**src/hw/rtl/bipartite_matching_vertex_cover_assert.svh**
```systemverilog
// Assertion macros for the bipartite matching and vertex cover RTL.
`ifndef BIPARTITE_MATCHING_VERTEX_COVER_ASSERT_SVH
`define BIPARTITE_MATCHING_VERTEX_COVER_ASSERT_SVH

// The consequent must hold in the same cycle as the antecedent.
`define BMVC_ASSERT_NOW(name, ante, cons) \
  name: assert property (@(posedge clk_i) disable iff (!rst_ni) (ante) |-> (cons)) \
    else $error("bmvc assertion failed");

// The consequent must hold in the cycle after the antecedent.
`define BMVC_ASSERT_NEXT(name, ante, cons) \
  name: assert property (@(posedge clk_i) disable iff (!rst_ni) (ante) |=> (cons)) \
    else $error("bmvc assertion failed");

`endif

```
**src/hw/rtl/bmvc_pkg.sv**
```systemverilog
// Types and constants of the bipartite matching and vertex cover block.
package bmvc_pkg;

  localparam int MaxVerticesDef = 32;
  localparam int VertexW        = 5;
  localparam int SizeW          = 6;
  localparam int CfgW           = 6;
  localparam logic [CfgW-1:0] NumVerticesRst = 6'd32;

  typedef enum logic [1:0] {
    CMD_ADD     = 2'd0,
    CMD_ADD_RUN = 2'd1,
    CMD_RUN     = 2'd2,
    CMD_NONE    = 2'd3
  } cmd_e;

  typedef struct packed {
    logic [1:0]         cmd;
    logic [VertexW-1:0] left_vertex;
    logic [VertexW-1:0] right_vertex;
  } in_item_t;

  typedef struct packed {
    logic               cover_side;
    logic [VertexW-1:0] cover_vertex;
    logic [SizeW-1:0]   matching_size;
    logic               cover_empty;
    logic               last_result;
  } res_item_t;

  // Control of the adjacency memory.
  typedef struct packed {
    logic we;
    logic clear;
  } adj_ctrl_t;

endpackage

```
**src/hw/rtl/bmvc_if.sv**
```systemverilog
// Valid/ready channel interfaces for edge commands and cover results.
interface bmvc_in_if;
  logic               valid;
  logic               ready;
  bmvc_pkg::in_item_t data;

  modport source (output valid, output data, input ready);
  modport sink   (input valid, input data, output ready);
endinterface

interface bmvc_out_if;
  logic                valid;
  logic                ready;
  bmvc_pkg::res_item_t data;

  modport source (output valid, output data, input ready);
  modport sink   (input valid, input data, output ready);
endinterface

```
**src/hw/rtl/bipartite_matching_vertex_cover.sv**
```systemverilog
// Top level of the bipartite matching and minimum vertex cover block.
// Edge commands are taken one per cycle while the block is loading. A run
// command starts Kuhn's augmenting-path search and then Koenig's alternating
// walk; input is held off until the cover has been handed to the result
// register. Every neighbour probe waits on the registered read of the
// partner memory, every frame entry and every resumption goes round the
// registered adjacency read, and every unwound level waits on the stack
// read. The adjacency is cleared through per-row valid bits when the last
// result enters the output register. Results leave through a one-entry
// output register, so a run may end while its last transaction is still
// waiting to be taken.
module bipartite_matching_vertex_cover #(
  parameter int MaxVertices = bmvc_pkg::MaxVerticesDef
) (
  input  logic                      clk_i,
  input  logic                      rst_ni,
  bmvc_in_if.sink                   in_i,
  bmvc_out_if.source                out_o,
  input  logic                      cfg_we_i,
  input  logic [bmvc_pkg::CfgW-1:0] cfg_wdata_i
);
  import bmvc_pkg::*;

  localparam int AW   = $clog2(MaxVertices);
  localparam int NW   = $clog2(MaxVertices + 1);
  localparam int CmpW = (NW > CfgW) ? NW : CfgW;

  logic [CfgW-1:0]        num_vertices_q;
  logic [NW-1:0]          n_act;
  adj_ctrl_t              adj_ctrl;
  logic [AW-1:0]          adj_wrow, adj_wbit, adj_raddr;
  logic [MaxVertices-1:0] adj_rdata;
  logic                   res_valid, res_ready;
  res_item_t              res_item;
  logic                   out_valid_q;
  res_item_t              out_data_q;

  // Vertex count register; the count in use is capped at the array size.
  always_ff @(posedge clk_i or negedge rst_ni) begin
    if (!rst_ni) begin
      num_vertices_q <= NumVerticesRst;
    end else if (cfg_we_i) begin
      num_vertices_q <= cfg_wdata_i;
    end
  end
  assign n_act = (CmpW'(num_vertices_q) > CmpW'(MaxVertices)) ?
                 NW'(MaxVertices) : NW'(num_vertices_q);

  bmvc_adj_mem #(.MaxV(MaxVertices), .AW(AW)) u_adj (
    .clk_i   (clk_i),
    .rst_ni  (rst_ni),
    .ctrl_i  (adj_ctrl),
    .wrow_i  (adj_wrow),
    .wbit_i  (adj_wbit),
    .raddr_i (adj_raddr),
    .rdata_o (adj_rdata)
  );

  bmvc_core #(.MaxV(MaxVertices), .AW(AW), .NW(NW)) u_core (
    .clk_i       (clk_i),
    .rst_ni      (rst_ni),
    .in_i        (in_i),
    .n_i         (n_act),
    .adj_ctrl_o  (adj_ctrl),
    .adj_wrow_o  (adj_wrow),
    .adj_wbit_o  (adj_wbit),
    .adj_raddr_o (adj_raddr),
    .adj_rdata_i (adj_rdata),
    .res_valid_o (res_valid),
    .res_o       (res_item),
    .res_ready_i (res_ready)
  );

  // Output register decoupling the core from the result sink.
  assign res_ready = !out_valid_q || out_o.ready;

  always_ff @(posedge clk_i or negedge rst_ni) begin
    if (!rst_ni) begin
      out_valid_q <= 1'b0;
    end else if (res_ready) begin
      out_valid_q <= res_valid;
    end
  end

  always_ff @(posedge clk_i) begin
    if (res_ready && res_valid) begin
      out_data_q <= res_item;
    end
  end

  assign out_o.valid = out_valid_q;
  assign out_o.data  = out_data_q;

endmodule

```
**src/hw/rtl/bmvc_adj_mem.sv**
```systemverilog
// Adjacency bit matrix: one row per left vertex, bit writes, row valid bits.
module bmvc_adj_mem #(
  parameter int MaxV = bmvc_pkg::MaxVerticesDef,
  parameter int AW   = $clog2(MaxV)
) (
  input  logic                clk_i,
  input  logic                rst_ni,
  input  bmvc_pkg::adj_ctrl_t ctrl_i,
  input  logic [AW-1:0]       wrow_i,
  input  logic [AW-1:0]       wbit_i,
  input  logic [AW-1:0]       raddr_i,
  output logic [MaxV-1:0]     rdata_o
);
  import bmvc_pkg::*;

  logic [MaxV-1:0] mem [MaxV];
  logic [MaxV-1:0] row_valid_q;
  logic [MaxV-1:0] rdata_q;

  // A row that is not valid reads as cleared; its first write replaces it whole.
  always_ff @(posedge clk_i or negedge rst_ni) begin
    if (!rst_ni) begin
      row_valid_q <= '0;
    end else if (ctrl_i.clear) begin
      row_valid_q <= '0;
    end else if (ctrl_i.we) begin
      row_valid_q[wrow_i] <= 1'b1;
    end
  end

  // Memory array with bit-enabled write and a registered read.
  always_ff @(posedge clk_i) begin
    if (ctrl_i.we) begin
      if (row_valid_q[wrow_i]) begin
        mem[wrow_i][wbit_i] <= 1'b1;
      end else begin
        mem[wrow_i] <= MaxV'(1) << wbit_i;
      end
    end
    rdata_q <= row_valid_q[raddr_i] ? mem[raddr_i] : '0;
  end

  assign rdata_o = rdata_q;

endmodule

```
**src/hw/rtl/bmvc_core.sv**
```systemverilog
// Augmenting-path search, alternating walk and cover emission around the memories.
module bmvc_core #(
  parameter int MaxV = bmvc_pkg::MaxVerticesDef,
  parameter int AW   = $clog2(MaxV),
  parameter int NW   = $clog2(MaxV + 1)
) (
  input  logic                 clk_i,
  input  logic                 rst_ni,
  bmvc_in_if.sink              in_i,
  input  logic [NW-1:0]        n_i,
  output bmvc_pkg::adj_ctrl_t  adj_ctrl_o,
  output logic [AW-1:0]        adj_wrow_o,
  output logic [AW-1:0]        adj_wbit_o,
  output logic [AW-1:0]        adj_raddr_o,
  input  logic [MaxV-1:0]      adj_rdata_i,
  output logic                 res_valid_o,
  output bmvc_pkg::res_item_t  res_o,
  input  logic                 res_ready_i
);
  import bmvc_pkg::*;

  localparam int CmpW = (NW > CfgW) ? NW : CfgW;

  typedef enum logic [13:0] {
    S_IDLE   = 14'b00000000000001,
    S_INIT   = 14'b00000000000010,
    S_MSTART = 14'b00000000000100,
    S_ROWREQ = 14'b00000000001000,
    S_ROWWT  = 14'b00000000010000,
    S_SCAN   = 14'b00000000100000,
    S_PARTWT = 14'b00000001000000,
    S_POPWT  = 14'b00000010000000,
    S_UNW    = 14'b00000100000000,
    S_UNWWT  = 14'b00001000000000,
    S_CSTART = 14'b00010000000000,
    S_EREQ   = 14'b00100000000000,
    S_ECHK   = 14'b01000000000000,
    S_EEND   = 14'b10000000000000
  } state_e;

  state_e state_q, state_d;
  logic mode_q, mode_d;             // 0 matching search, 1 alternating walk
  logic first_q, first_d;           // frame scans its row from the start
  logic side_q, side_d;             // emission side: 0 left, 1 right
  logic pend_q, pend_d;             // a cover vertex waits for emission
  logic pend_side_q, pend_side_d;
  logic [AW-1:0] pend_v_q, pend_v_d;
  logic [NW-1:0] i_q, i_d;
  logic [NW-1:0] sp_q, sp_d;
  logic [NW-1:0] size_q, size_d;
  logic [AW-1:0] cur_v_q, cur_v_d;
  logic [AW-1:0] cur_to_q, cur_to_d;
  logic [MaxV-1:0] row_q, row_d;
  logic [MaxV-1:0] visited_q, visited_d;
  logic [MaxV-1:0] lreach_q, lreach_d;
  logic [MaxV-1:0] rreach_q, rreach_d;
  logic [MaxV-1:0] lmatch_q, lmatch_d;
  logic [MaxV-1:0] pv_q, pv_d;

  logic [AW-1:0]   part_mem [MaxV];
  logic [2*AW-1:0] stack_mem [MaxV];
  logic [AW-1:0]   part_rd_q;
  logic [2*AW-1:0] stk_rd_q;
  logic            part_we, push;

  logic [MaxV-1:0] nmask, gtmask;
  logic            found;
  logic [AW-1:0]   first_bit;
  logic [NW-1:0]   spm1;
  logic [AW-1:0]   i_idx;
  logic [CmpW-1:0] lx, rx, nx, vx, sx;
  logic            in_range, accept, cand;
  res_item_t       res_item;

  assign accept = in_i.valid && in_i.ready;
  assign in_i.ready = (state_q == S_IDLE);
  assign spm1  = sp_q - NW'(1);
  assign i_idx = i_q[AW-1:0];

  // Edge range check against the vertex count in use.
  assign lx = CmpW'(in_i.data.left_vertex);
  assign rx = CmpW'(in_i.data.right_vertex);
  assign nx = CmpW'(n_i);
  assign in_range = (lx < nx) && (rx < nx);
  assign adj_wrow_o = lx[AW-1:0];
  assign adj_wbit_o = rx[AW-1:0];

  // Column masks: columns in use, and columns after the one last tried.
  always_comb begin
    for (int j = 0; j < MaxV; j++) begin
      nmask[j]  = (NW'(j) < n_i);
      gtmask[j] = (AW'(j) > cur_to_q);
    end
  end

  // Lowest remaining neighbour of the current frame.
  always_comb begin
    found     = 1'b0;
    first_bit = '0;
    for (int j = MaxV - 1; j >= 0; j--) begin
      if (row_q[j]) begin
        found     = 1'b1;
        first_bit = AW'(j);
      end
    end
  end

  // Partner and stack memories, each with a registered read.
  always_ff @(posedge clk_i) begin
    if (part_we) begin
      part_mem[cur_to_q] <= cur_v_q;
    end
    part_rd_q <= part_mem[first_bit];
    if (push) begin
      stack_mem[sp_q[AW-1:0]] <= {cur_v_q, cur_to_q};
    end
    stk_rd_q <= stack_mem[spm1[AW-1:0]];
  end

  // Cover candidate at the emission index.
  always_comb begin
    if (side_q) begin
      cand = rreach_q[i_idx];
    end else begin
      cand = !lreach_q[i_idx] && ((adj_rdata_i & nmask) != '0);
    end
  end

  // Result payload from the pending vertex, or an empty-cover marker at the end.
  assign vx = CmpW'(pend_v_q);
  assign sx = CmpW'(size_q);
  always_comb begin
    res_item.cover_side    = pend_side_q;
    res_item.cover_vertex  = vx[VertexW-1:0];
    res_item.matching_size = sx[SizeW-1:0];
    res_item.cover_empty   = 1'b0;
    res_item.last_result   = (state_q == S_EEND);
    if (state_q == S_EEND && !pend_q) begin
      res_item = '0;
      res_item.cover_empty = 1'b1;
      res_item.last_result = 1'b1;
    end
  end
  assign res_o = res_item;
  assign res_valid_o = (state_q == S_EEND) || ((state_q == S_ECHK) && cand && pend_q);

  assign adj_raddr_o = (state_q == S_EREQ || state_q == S_ECHK) ? i_idx : cur_v_q;

  // Sequencer.
  always_comb begin
    state_d     = state_q;
    mode_d      = mode_q;
    first_d     = first_q;
    side_d      = side_q;
    pend_d      = pend_q;
    pend_side_d = pend_side_q;
    pend_v_d    = pend_v_q;
    i_d         = i_q;
    sp_d        = sp_q;
    size_d      = size_q;
    cur_v_d     = cur_v_q;
    cur_to_d    = cur_to_q;
    row_d       = row_q;
    visited_d   = visited_q;
    lreach_d    = lreach_q;
    rreach_d    = rreach_q;
    lmatch_d    = lmatch_q;
    pv_d        = pv_q;
    part_we     = 1'b0;
    push        = 1'b0;
    adj_ctrl_o  = '0;
    case (state_q)
      S_IDLE: begin
        if (accept) begin
          if ((in_i.data.cmd == CMD_ADD || in_i.data.cmd == CMD_ADD_RUN) && in_range) begin
            adj_ctrl_o.we = 1'b1;
          end
          if (in_i.data.cmd == CMD_ADD_RUN || in_i.data.cmd == CMD_RUN) begin
            state_d = S_INIT;
          end
        end
      end
      S_INIT: begin
        pv_d     = '0;
        lmatch_d = '0;
        lreach_d = '0;
        rreach_d = '0;
        size_d   = '0;
        i_d      = '0;
        mode_d   = 1'b0;
        state_d  = S_MSTART;
      end
      S_MSTART: begin
        if (i_q >= n_i) begin
          mode_d  = 1'b1;
          i_d     = '0;
          state_d = S_CSTART;
        end else begin
          visited_d        = '0;
          visited_d[i_idx] = 1'b1;
          cur_v_d          = i_idx;
          sp_d             = '0;
          first_d          = 1'b1;
          state_d          = S_ROWREQ;
        end
      end
      S_ROWREQ: begin
        state_d = S_ROWWT;
      end
      S_ROWWT: begin
        row_d   = adj_rdata_i & nmask & (first_q ? '1 : gtmask);
        state_d = S_SCAN;
      end
      S_SCAN: begin
        if (found) begin
          cur_to_d         = first_bit;
          row_d[first_bit] = 1'b0;
          state_d          = S_PARTWT;
        end else if (sp_q == '0) begin
          i_d     = i_q + NW'(1);
          state_d = mode_q ? S_CSTART : S_MSTART;
        end else begin
          state_d = S_POPWT;
        end
      end
      S_PARTWT: begin
        if (!mode_q) begin
          if (!pv_q[cur_to_q]) begin
            state_d = S_UNW;
          end else if (visited_q[part_rd_q]) begin
            state_d = S_SCAN;
          end else begin
            push                 = 1'b1;
            sp_d                 = sp_q + NW'(1);
            cur_v_d              = part_rd_q;
            visited_d[part_rd_q] = 1'b1;
            first_d              = 1'b1;
            state_d              = S_ROWREQ;
          end
        end else begin
          rreach_d[cur_to_q] = 1'b1;
          if (pv_q[cur_to_q] && !lreach_q[part_rd_q]) begin
            push                = 1'b1;
            sp_d                = sp_q + NW'(1);
            cur_v_d             = part_rd_q;
            lreach_d[part_rd_q] = 1'b1;
            first_d             = 1'b1;
            state_d             = S_ROWREQ;
          end else begin
            state_d = S_SCAN;
          end
        end
      end
      S_POPWT: begin
        {cur_v_d, cur_to_d} = stk_rd_q;
        sp_d                = spm1;
        first_d             = 1'b0;
        state_d             = S_ROWREQ;
      end
      S_UNW: begin
        part_we        = 1'b1;
        pv_d[cur_to_q] = 1'b1;
        if (sp_q == '0) begin
          lmatch_d[i_idx] = 1'b1;
          size_d          = size_q + NW'(1);
          i_d             = i_q + NW'(1);
          state_d         = S_MSTART;
        end else begin
          state_d = S_UNWWT;
        end
      end
      S_UNWWT: begin
        {cur_v_d, cur_to_d} = stk_rd_q;
        sp_d                = spm1;
        state_d             = S_UNW;
      end
      S_CSTART: begin
        if (i_q >= n_i) begin
          i_d     = '0;
          side_d  = 1'b0;
          pend_d  = 1'b0;
          state_d = S_EREQ;
        end else if (!lmatch_q[i_idx]) begin
          cur_v_d         = i_idx;
          lreach_d[i_idx] = 1'b1;
          sp_d            = '0;
          first_d         = 1'b1;
          state_d         = S_ROWREQ;
        end else begin
          i_d = i_q + NW'(1);
        end
      end
      S_EREQ: begin
        if (i_q >= n_i) begin
          if (!side_q) begin
            side_d = 1'b1;
            i_d    = '0;
          end else begin
            state_d = S_EEND;
          end
        end else begin
          state_d = S_ECHK;
        end
      end
      S_ECHK: begin
        if (!cand) begin
          i_d     = i_q + NW'(1);
          state_d = S_EREQ;
        end else if (!pend_q || res_ready_i) begin
          pend_d      = 1'b1;
          pend_side_d = side_q;
          pend_v_d    = i_idx;
          i_d         = i_q + NW'(1);
          state_d     = S_EREQ;
        end
      end
      S_EEND: begin
        if (res_ready_i) begin
          adj_ctrl_o.clear = 1'b1;
          pend_d           = 1'b0;
          state_d          = S_IDLE;
        end
      end
      default: begin
        state_d = S_IDLE;
      end
    endcase
  end

  // Control registers.
  always_ff @(posedge clk_i or negedge rst_ni) begin
    if (!rst_ni) begin
      state_q   <= S_IDLE;
      mode_q    <= 1'b0;
      first_q   <= 1'b0;
      side_q    <= 1'b0;
      pend_q    <= 1'b0;
      i_q       <= '0;
      sp_q      <= '0;
      size_q    <= '0;
      visited_q <= '0;
      lreach_q  <= '0;
      rreach_q  <= '0;
      lmatch_q  <= '0;
      pv_q      <= '0;
    end else begin
      state_q   <= state_d;
      mode_q    <= mode_d;
      first_q   <= first_d;
      side_q    <= side_d;
      pend_q    <= pend_d;
      i_q       <= i_d;
      sp_q      <= sp_d;
      size_q    <= size_d;
      visited_q <= visited_d;
      lreach_q  <= lreach_d;
      rreach_q  <= rreach_d;
      lmatch_q  <= lmatch_d;
      pv_q      <= pv_d;
    end
  end

  // Payload registers.
  always_ff @(posedge clk_i) begin
    pend_side_q <= pend_side_d;
    pend_v_q    <= pend_v_d;
    cur_v_q     <= cur_v_d;
    cur_to_q    <= cur_to_d;
    row_q       <= row_d;
  end

`include "bipartite_matching_vertex_cover_assert.svh"

  `BMVC_ASSERT_NOW(a_stack_idle, state_q == S_IDLE, sp_q == '0)
  `BMVC_ASSERT_NOW(a_size_bound, state_q == S_MSTART, size_q <= i_q)
  `BMVC_ASSERT_NOW(a_stack_depth, state_q == S_PARTWT, sp_q < n_i)

endmodule
```
**src/flat_wrapper.sv**
```systemverilog
// flat-port wrapper written by rule: the top's interface ports become plain ports
module bipartite_matching_vertex_cover_flat import bmvc_pkg::*;
#(
  parameter int MaxVertices = bmvc_pkg::MaxVerticesDef
)
  (clk_i, rst_ni, cfg_we_i, cfg_wdata_i, in_i_valid, in_i_data, in_i_ready, out_o_valid, out_o_data, out_o_ready);
  bmvc_in_if in_i_i ();
  bmvc_out_if out_o_i ();
  input  logic clk_i;
  input  logic rst_ni;
  input  logic cfg_we_i;
  input  logic [bmvc_pkg::CfgW-1:0] cfg_wdata_i;
  input wire logic [$bits(in_i_i.valid)-1:0] in_i_valid;
  input wire logic [$bits(in_i_i.data)-1:0] in_i_data;
  output wire logic [$bits(in_i_i.ready)-1:0] in_i_ready;
  output wire logic [$bits(out_o_i.valid)-1:0] out_o_valid;
  output wire logic [$bits(out_o_i.data)-1:0] out_o_data;
  input wire logic [$bits(out_o_i.ready)-1:0] out_o_ready;
  assign in_i_i.valid = in_i_valid;
  assign in_i_i.data = in_i_data;
  assign in_i_ready = in_i_i.ready;
  assign out_o_valid = out_o_i.valid;
  assign out_o_data = out_o_i.data;
  assign out_o_i.ready = out_o_ready;
  bipartite_matching_vertex_cover #(.MaxVertices(MaxVertices)) u_core (.clk_i(clk_i), .rst_ni(rst_ni), .in_i(in_i_i), .out_o(out_o_i), .cfg_we_i(cfg_we_i), .cfg_wdata_i(cfg_wdata_i));
endmodule
```
**config.mk**
```make
export PLATFORM = sky130hd
export DESIGN_NAME = bipartite_matching_vertex_cover_flat
export DESIGN_NICKNAME = d
export VERILOG_FILES = /design/src/hw/rtl/bmvc_pkg.sv /design/src/hw/rtl/bmvc_if.sv /design/src/hw/rtl/bipartite_matching_vertex_cover.sv /design/src/hw/rtl/bmvc_adj_mem.sv /design/src/hw/rtl/bmvc_core.sv /design/src/flat_wrapper.sv
export VERILOG_INCLUDE_DIRS = /design/src /design/src/hw/rtl
export SDC_FILE = /design/constraint.sdc
export NUM_CORES = 2
export LEC_CHECK = 0
export ABC_CLOCK_PERIOD_IN_PS = 5300
export BUFFER_PORTS_ARGS = -buffer_cell sky130_fd_sc_hd__clkbuf_2
export CORE_ASPECT_RATIO = 0.6
export CORE_UTILIZATION = 60
export CTS_BUF_LIST = sky130_fd_sc_hd__clkbuf_16
export DETAILED_ROUTE_END_ITERATION = 7
export GPL_ROUTABILITY_DRIVEN = 1
export PLACE_DENSITY = 0.76
export SLEW_MARGIN = 0
export SYNTH_ARGS = -nofsm -noshare
export SYNTH_HDL_FRONTEND = slang
export SYNTH_SLANG_ARGS = --single-unit
```
**constraint.sdc**
```tcl
create_clock -name clk_i -period 5.3 [get_ports clk_i]
set_input_delay 1.06 -clock clk_i [delete_from_list [all_inputs] [get_ports clk_i]]
set_output_delay 1.06 -clock clk_i [all_outputs]
set_load 0.03 [all_outputs]
```
# Word level (Yosys, flattened, before mapping)
# Memory sizes are Yosys's and may differ from the RTL's. A register that Yosys moved wholly into a read port is not among the register bits.
# Cells that the tools add are included.
[totals] ram_bits=1504 wordCells=492 regBits=297 output_inout_bits=16 n_memories=3 in_bits=23
[op_classes] bitwise=43 reduce_logical=57 n_lt_le_gt_ge=81 eq_ne=43 addsub=4 shifts=1 muxes=234
[mem_list] name="u_core.u_adj.mem" depth=32 width=32 read_ports=1 rd_clocked_by_memory_dff=1 wr=1 line="bmvc_adj_mem.sv:16" rtl="logic [MaxV-1:0] mem [MaxV];"
[mem_list] name="u_core.u_core.stack_mem" depth=32 width=10 read_ports=1 rd_clocked_by_memory_dff=1 wr=1 line="bmvc_core.sv:61" rtl="logic [2*AW-1:0] stack_mem [MaxV];"
[mem_list] name="u_core.u_core.part_mem" depth=32 width=5 read_ports=1 rd_clocked_by_memory_dff=1 wr=1 line="bmvc_core.sv:60" rtl="logic [AW-1:0] part_mem [MaxV];"
[op_table] cell="$mux 32" n=15
[op_table] cell="$pmux 32 s2" n=5
[op_table] cell="$or 32x32->32" n=7
[op_table] cell="$mux 5" n=41
[op_table] cell="$pmux 14 s14" n=1
[op_table] cell="$mux 14" n=10
[op_table] cell="$mux 6" n=20
[op_table] cell="$mux 1" n=111
[op_table] cell="$and 32x32->32" n=3
[op_table] cell="$lt 5x6->1 const A" n=16
[op_table] cell="$pmux 32 s3" n=1
[op_table] cell="$gt 5x5->1 const A" n=16
[op_table] cell="$lt 4x6->1 const A" n=8
[op_table] cell="$mux 11" n=4
[op_table] cell="$lt 5x6->1 const B" n=7
[op_table] cell="$pmux 6 s7" n=1
[op_table] cell="$bmux 1 s5" n=8
[op_table] cell="$gt 4x5->1 const A" n=8
[op_table] cell="$not 32->32" n=1
[op_table] cell="$or 1x1->1" n=32
[op_table] cell="$reduce_bool 32->1" n=1
[op_table] cell="$shl 1x5->32 const A" n=1
[op_table] cell="$demux 1 s5" n=6
[op_table] cell="$ge 5x1->1 const B" n=6
[op_table] cell="56 further kinds" n=134

# Longest topological paths before layout
[logic_depth] depth_word=40 ltp_mapped=15 mapped_depth_nobuf=11

# Cells and area by module
# A second synthesis with hierarchy kept.
[unflattened] cells_unflattened=6040 area_unflattened_um2=81480.6
[by_module_without_submodules] mod="bmvc_adj_mem" area_per_inst_um2=47093.9 cells_each=3473 instances=1 seq_area_each_um2=32190.9
[by_module_without_submodules] mod="bmvc_core" area_per_inst_um2=33634.8 cells_each=2530 instances=1 seq_area_each_um2=21061.4
[by_module_without_submodules] mod="bipartite_matching_vertex_cover" area_per_inst_um2=752.0 cells_each=37 instances=1 seq_area_each_um2=596.8

# Worst setup path before layout
# OpenSTA, ideal clock, no wires.
[synth_timing] path_type="input to register" start="in in_i_data[5]" end="mem u_core.u_adj.mem[0][3] in the netlist's numbering, data pin" path_slack_ns=0.678 path_buffers=2 setup_ns=0.500 stages=7 t_arrival_ns=4.122 required_time_ns=4.800 path_cell_list="buf_1 mux4_2 mux4_2 mux2i_1 nor3b_1 clkbuf_1 o21ai_0"
[synth_via] elab_chain_len=9 elab_cells_between_ends=12 classes_between="1 x order compare; 9 x mux; 2 x reduce/logical"
[synth_rtl] item="start: declaration" line="flat_wrapper.sv:14" rtl="input wire logic [$bits(in_i_i.data)-1:0] in_i_data;"
[synth_rtl] item="$lt 5x6->1" line="bmvc_core.sv:84" rtl="assign in_range = (lx < nx) && (rx < nx);"
[synth_rtl] item="$logic_and 1x1->1" line="bmvc_core.sv:84"
[synth_rtl] item="$logic_and 1x1->1" line="bmvc_core.sv:175" rtl="if ((in_i.data.cmd == CMD_ADD || in_i.data.cmd == CMD_ADD_RUN) && in_range) begin"
[synth_rtl] item="$mux 1" line="bmvc_core.sv:175"
[synth_rtl] item="$mux 1" line="bmvc_core.sv:174" rtl="if (accept) begin"
[synth_rtl] item="$mux 1" line="bmvc_core.sv:172" rtl="case (state_q)"
[synth_rtl] item="$mux 1 *" line="bmvc_adj_mem.sv:33" rtl="if (ctrl_i.we) begin"
[synth_rtl] item="$mux 1 (not written as such) *" line="bmvc_adj_mem.sv:37" rtl="mem[wrow_i] <= MaxV'(1) << wbit_i;"
[synth_rtl] item="$mux 1 (no line) *"
[synth_rtl] item="end: declaration" line="bmvc_adj_mem.sv:16"
# Mark *: on every way between the ends. The rest lies on a longest branch, timed or not. The select of a mux whose other input is x is not followed.

# Worst setup path after layout
[layout_timing] start="reg u_core.u_core.state_q[2]" end="reg u_core.u_adj.rdata_q[18] (netlist: u_core.u_adj.rdata_o[18]) (read register of u_core.u_adj.mem)"
[layout_via] elab_chain_len=6 elab_cells_between_ends=7 classes_between="2 x eq/ne; 3 x mux; 2 x reduce/logical"
[layout_rtl] item="start: declaration" line="bmvc_core.sv:41" rtl="state_e state_q, state_d;"
[layout_rtl] item="start signal: assignment" line="bmvc_core.sv:347" rtl="state_q <= state_d;"
[layout_rtl] item="$eq 14x12->1 / $eq 14x13->1 (equally long branches)" line="bmvc_core.sv:147" rtl="assign adj_raddr_o = (state_q == S_EREQ || state_q == S_ECHK) ? i_idx : cur_v_q;"
[layout_rtl] item="$logic_or 1x1->1 *" line="bmvc_core.sv:147"
[layout_rtl] item="$mux 5 *" line="bmvc_core.sv:147"
[layout_rtl] item="$bmux 1 s5" line="bmvc_adj_mem.sv:40" rtl="rdata_q <= row_valid_q[raddr_i] ? mem[raddr_i] : '0;"
[layout_rtl] item="$mux 1 (not written as such)" line="bmvc_adj_mem.sv:40"
[layout_rtl] item="$logic_not 1->1 (no line)"
[layout_rtl] item="end: declaration" line="bmvc_adj_mem.sv:18" rtl="logic [MaxV-1:0] rdata_q;"
# Marks and branches as above.
# A chain may end at the register's enable or synchronous reset.

==> metrics.md <==
| Metric | Value |
|---|---|
| Worst-path maximum fanout | 45 |
| HPWL Detailed | 159 mm |
| Die area | 145,000 µm² |
| Mapped cell area | 86,200 µm² |
| Final ANT Viol Nets | 0 |
| CTS tree | done |
| Area Overhead vs Synth | 9.20% |
| Post-synth top cells | 1,566 x edfxtp_1, 1,032 x nand2_1, 912 x nor2_1 |
| VDD IR max | 0.000356 V |
| Design area | 94,100 µm² |
| Fraction of layout cells with a size suffix above 1 | 17.6% |
| Multi-input gate area | 30,100 µm² |
| Yosys reg bits | 1,848 |
| Critical path depth | 9 |
| Mux cell area share after synthesis | 7.42% |
| Drt first-iter violations | 10,500 |
| Critical path arrival | 5.13 ns |
| Ys Warns | 0 |
| Yosys top cell area share | 54.6% |
| Final hold viol count | 0 |
| Critical R2R Launch | u_core.u_core.state_q[2]$_DFFE_PN0P_ |
| Initial Utilization | 60.6% |
| Die height | 296 µm |
| Largest area contributor in the netlist | edfxtp_1 |
| DR vias | 62,800 |
| Die W | 491 µm |
| Xor/xnor share of the synthesized area | 0.0508% |
| Net Count, Synth | 7,442 |
| RSZ-0062 raised after global routing | false |
| Core Rows | 107 |
| CP Cell Sequence | or4_1 > nor4b_2 > buf_4 > nor3_1 > a21oi_4 > a21oi_1 > a2111oi_4 > buf_4 > nor4b_1 |
| Post-CTS Setup Inserts | 0 |
| Slew @ Worst Pin | 1.44 ns |
| Hold Path Class | primary input to asynchronous set/reset pin |
| Routed len/inst | 28.6 µm |
| Violated checks | design-rule violations |
| Critical path origin | u_core.u_core.state_q[2]$_DFFE_PN0P_ |
| Relative slew margins | 3.70% |
| Area after DPL | 88,900 µm² |
| Delay-heaviest family, CP | simple AND/OR/NAND/NOR gates |
| Most common cell in the synthesized netlist | edfxtp_1 |
| Slowest cell on crit path | nor4b_1 |
| Antenna violations before repair | 10 |
| Sequential-to-total area share from yosys stat | 62.5% |
| Pleak | 33.0 nW |
| CTS buffer count | 166 |
| Status | finished with violations |
| Worst EP required | 5.91 ns |
| Final nets | 7,277 |
| Clk_lat worst skew | 0.83 ns |
| H-tree depth | 4 |
| Max incr delay on CP | 0.91 ns |
| Resize count post-CTS | 0 |
| Gr ovfl total | 0 |
| Main combinational cell family by area after synthesis | simple AND/OR/NAND/NOR gates |
| Clock skew | 0.0399 ns |
| Fillers | 10,300 |
| Simple-gate share of the synthesized area | 16.8% |
| Bufs on Longest Clock Path | 3 |
| Root Buffer | clkbuf_16 |
| Tot GR Track Use | 36.2% |
| Post-synthesis cell type count | 90 |
| Via density | 6.77 |
| Synth Area in Compound Gates | 9.52% |
| Final setup vio count | 0 |
| Final wirelength | 265 mm |
| Number of enable flip-flop cells after synthesis | 1,566 |
| First-pass GRT wire length | 387 mm |
| CTS hold repair buffers | 0 |
| Post-Route Setup TNS | 0 ns |
| Most used cell, CP | buf_4 |
| Synth Instances | 7,394 |
| Routability congestion estimate | 0.958 |
| CP startpoint kind | flip-flop |
| Pwr Density | 319 nW/µm² |
| Register area | 53,900 µm² |
| DRC viols | 10 |
| WP buf/inv | 2 |
| Clock-pin slew on the worst setup and hold paths | 0.06 ns |
| Synth Area in Adders | 0.375% |
| Number of global-route vias before repair | 58,900 |
| Top cells by area, synth | edfxtp_1 55%, dfrtp_1 6.8%, nand2_1 4.5% |
| Drt first pass iters | 8 |
| Post-layout min period | 4.53 ns |
| Final worst-path cycle share | 85.4% |
| CP Class | flip-flop to flip-flop |
| Port bufs | 38 |
| CP Capture Type | flip-flop |
| FF-to-FF path depth | 9 |
| Slew Viols, Final | 0 |
| Post-synthesis area per instance | 11.7 µm² |
| Max_cap viols | 0 |
| Top_reg_cell synth | edfxtp_1 |
| F_max | 221 MHz |
| FFs w/ async S/R, synth | 12.7% |
| Ports | 39 |
| Clock Sinks | 1,848 |
| Core area | 142,000 µm² |
| Largest net degree at the start of global routing | 125 |
## cells in the final DEF (no fill, tap or decap), drive strengths merged, types with 74 or more instances in the layout
cell | Yosys | layout
edfxtp | 1566 | 1566
nand3 | 168 | 168
buf | 119 | 239
a21oi | 478 | 478
a221oi | 74 | 74
dfrtp | 233 | 233
mux4 | 137 | 137
inv | 71 | 134
mux2i | 300 | 300
o21ai | 176 | 176
nor2 | 1392 | 1392
clkbuf | 490 | 206
o22ai | 86 | 86
nand2 | 1048 | 1048
nand2b | 173 | 173
a31oi | 115 | 115
## power breakdown
group	switching, mW	internal [mW]	total [mW]	leakage (nW)
clock	5.56	6.17	11.7	2.75
sequential	0.228	15.8	16.1	20.4
combinational	1.54	0.684	2.23	9.86
## routing by layer
layer	GRT usage [%]	routed length, µm
met5	0.714	202
met2	49.5	108000
met3	13.2	45100
met1	53.5	104000
met4	11.5	8480
## sequential cells by signal, indices dropped and copies added (netlist names), 32 cells and up
name and count:
u_core.u_core.row_q 32, u_core.u_core.pv_q 32, u_core.u_core.part_mem 160, u_core.u_core.lreach_q 32, u_core.u_core.stack_mem 320, u_core.u_core.visited_q 32
u_core.u_core.rreach_q 32, u_core.u_adj.mem 1024, u_core.u_core.lmatch_q 32, u_core.u_adj.row_valid_q 32, u_core.u_adj.rdata_o 32
## kinds of logic after synthesis
kind of cell | after synthesis
simple gates | 3083
flops | 1848
compound gates | 1288
buf+inv | 680
mux | 464
fa+ha+maj | 26
xor+xnor | 5
## final timing paths
path | slack, ns | to
max in group asynchronous | 3.80 | u_core.u_core.pv_q[9]$_DFFE_PN0P_
worst max register to register | 0.77 | u_core.u_adj.rdata_o[18]$_SDFF_PN0_
worst min-delay path | 0.33 | u_core.u_core.lmatch_q[1]$_DFFE_PN0P_
min in group clk_i | 0.48 | u_core.num_vertices_q[3]$_DFFE_PN0P_
worst max-delay path | 0.77 | u_core.u_adj.rdata_o[18]$_SDFF_PN0_
worst min register to register | 0.48 | u_core.u_core.pv_q[31]$_DFFE_PN0P_
## cell type report
class / count / share of cell area [%]
Tap cell: 1907 / 2.54
Timing Repair Buffer: 276 / 2.48
Sequential cell: 1848 / 57.2
Multi-Input combinational cell: 4866 / 32.0
Inverter: 71 / 0.288
Clock buffer: 169 / 4.49
Antenna cell: 3 / 0.00798
Clock inverter: 137 / 0.994
## metrics by stage
step                      worst slack [ns]  hold slack (ns)  std cells  util (%)  total power [mW]
after floorplan                      0.678            0.444       7394         -              17.6
after global placement               0.712            0.455       8968      62.6              18.4
after detailed placement             0.610            0.465       8968      62.6              18.5
after CTS                            0.788            0.365       9274      66.2              29.9
after global routing                 0.703            0.400       9276      66.2              30.7
final                                0.775            0.334       9277      66.2              30.0
Note: power is estimated with default switching activity, not from simulation.
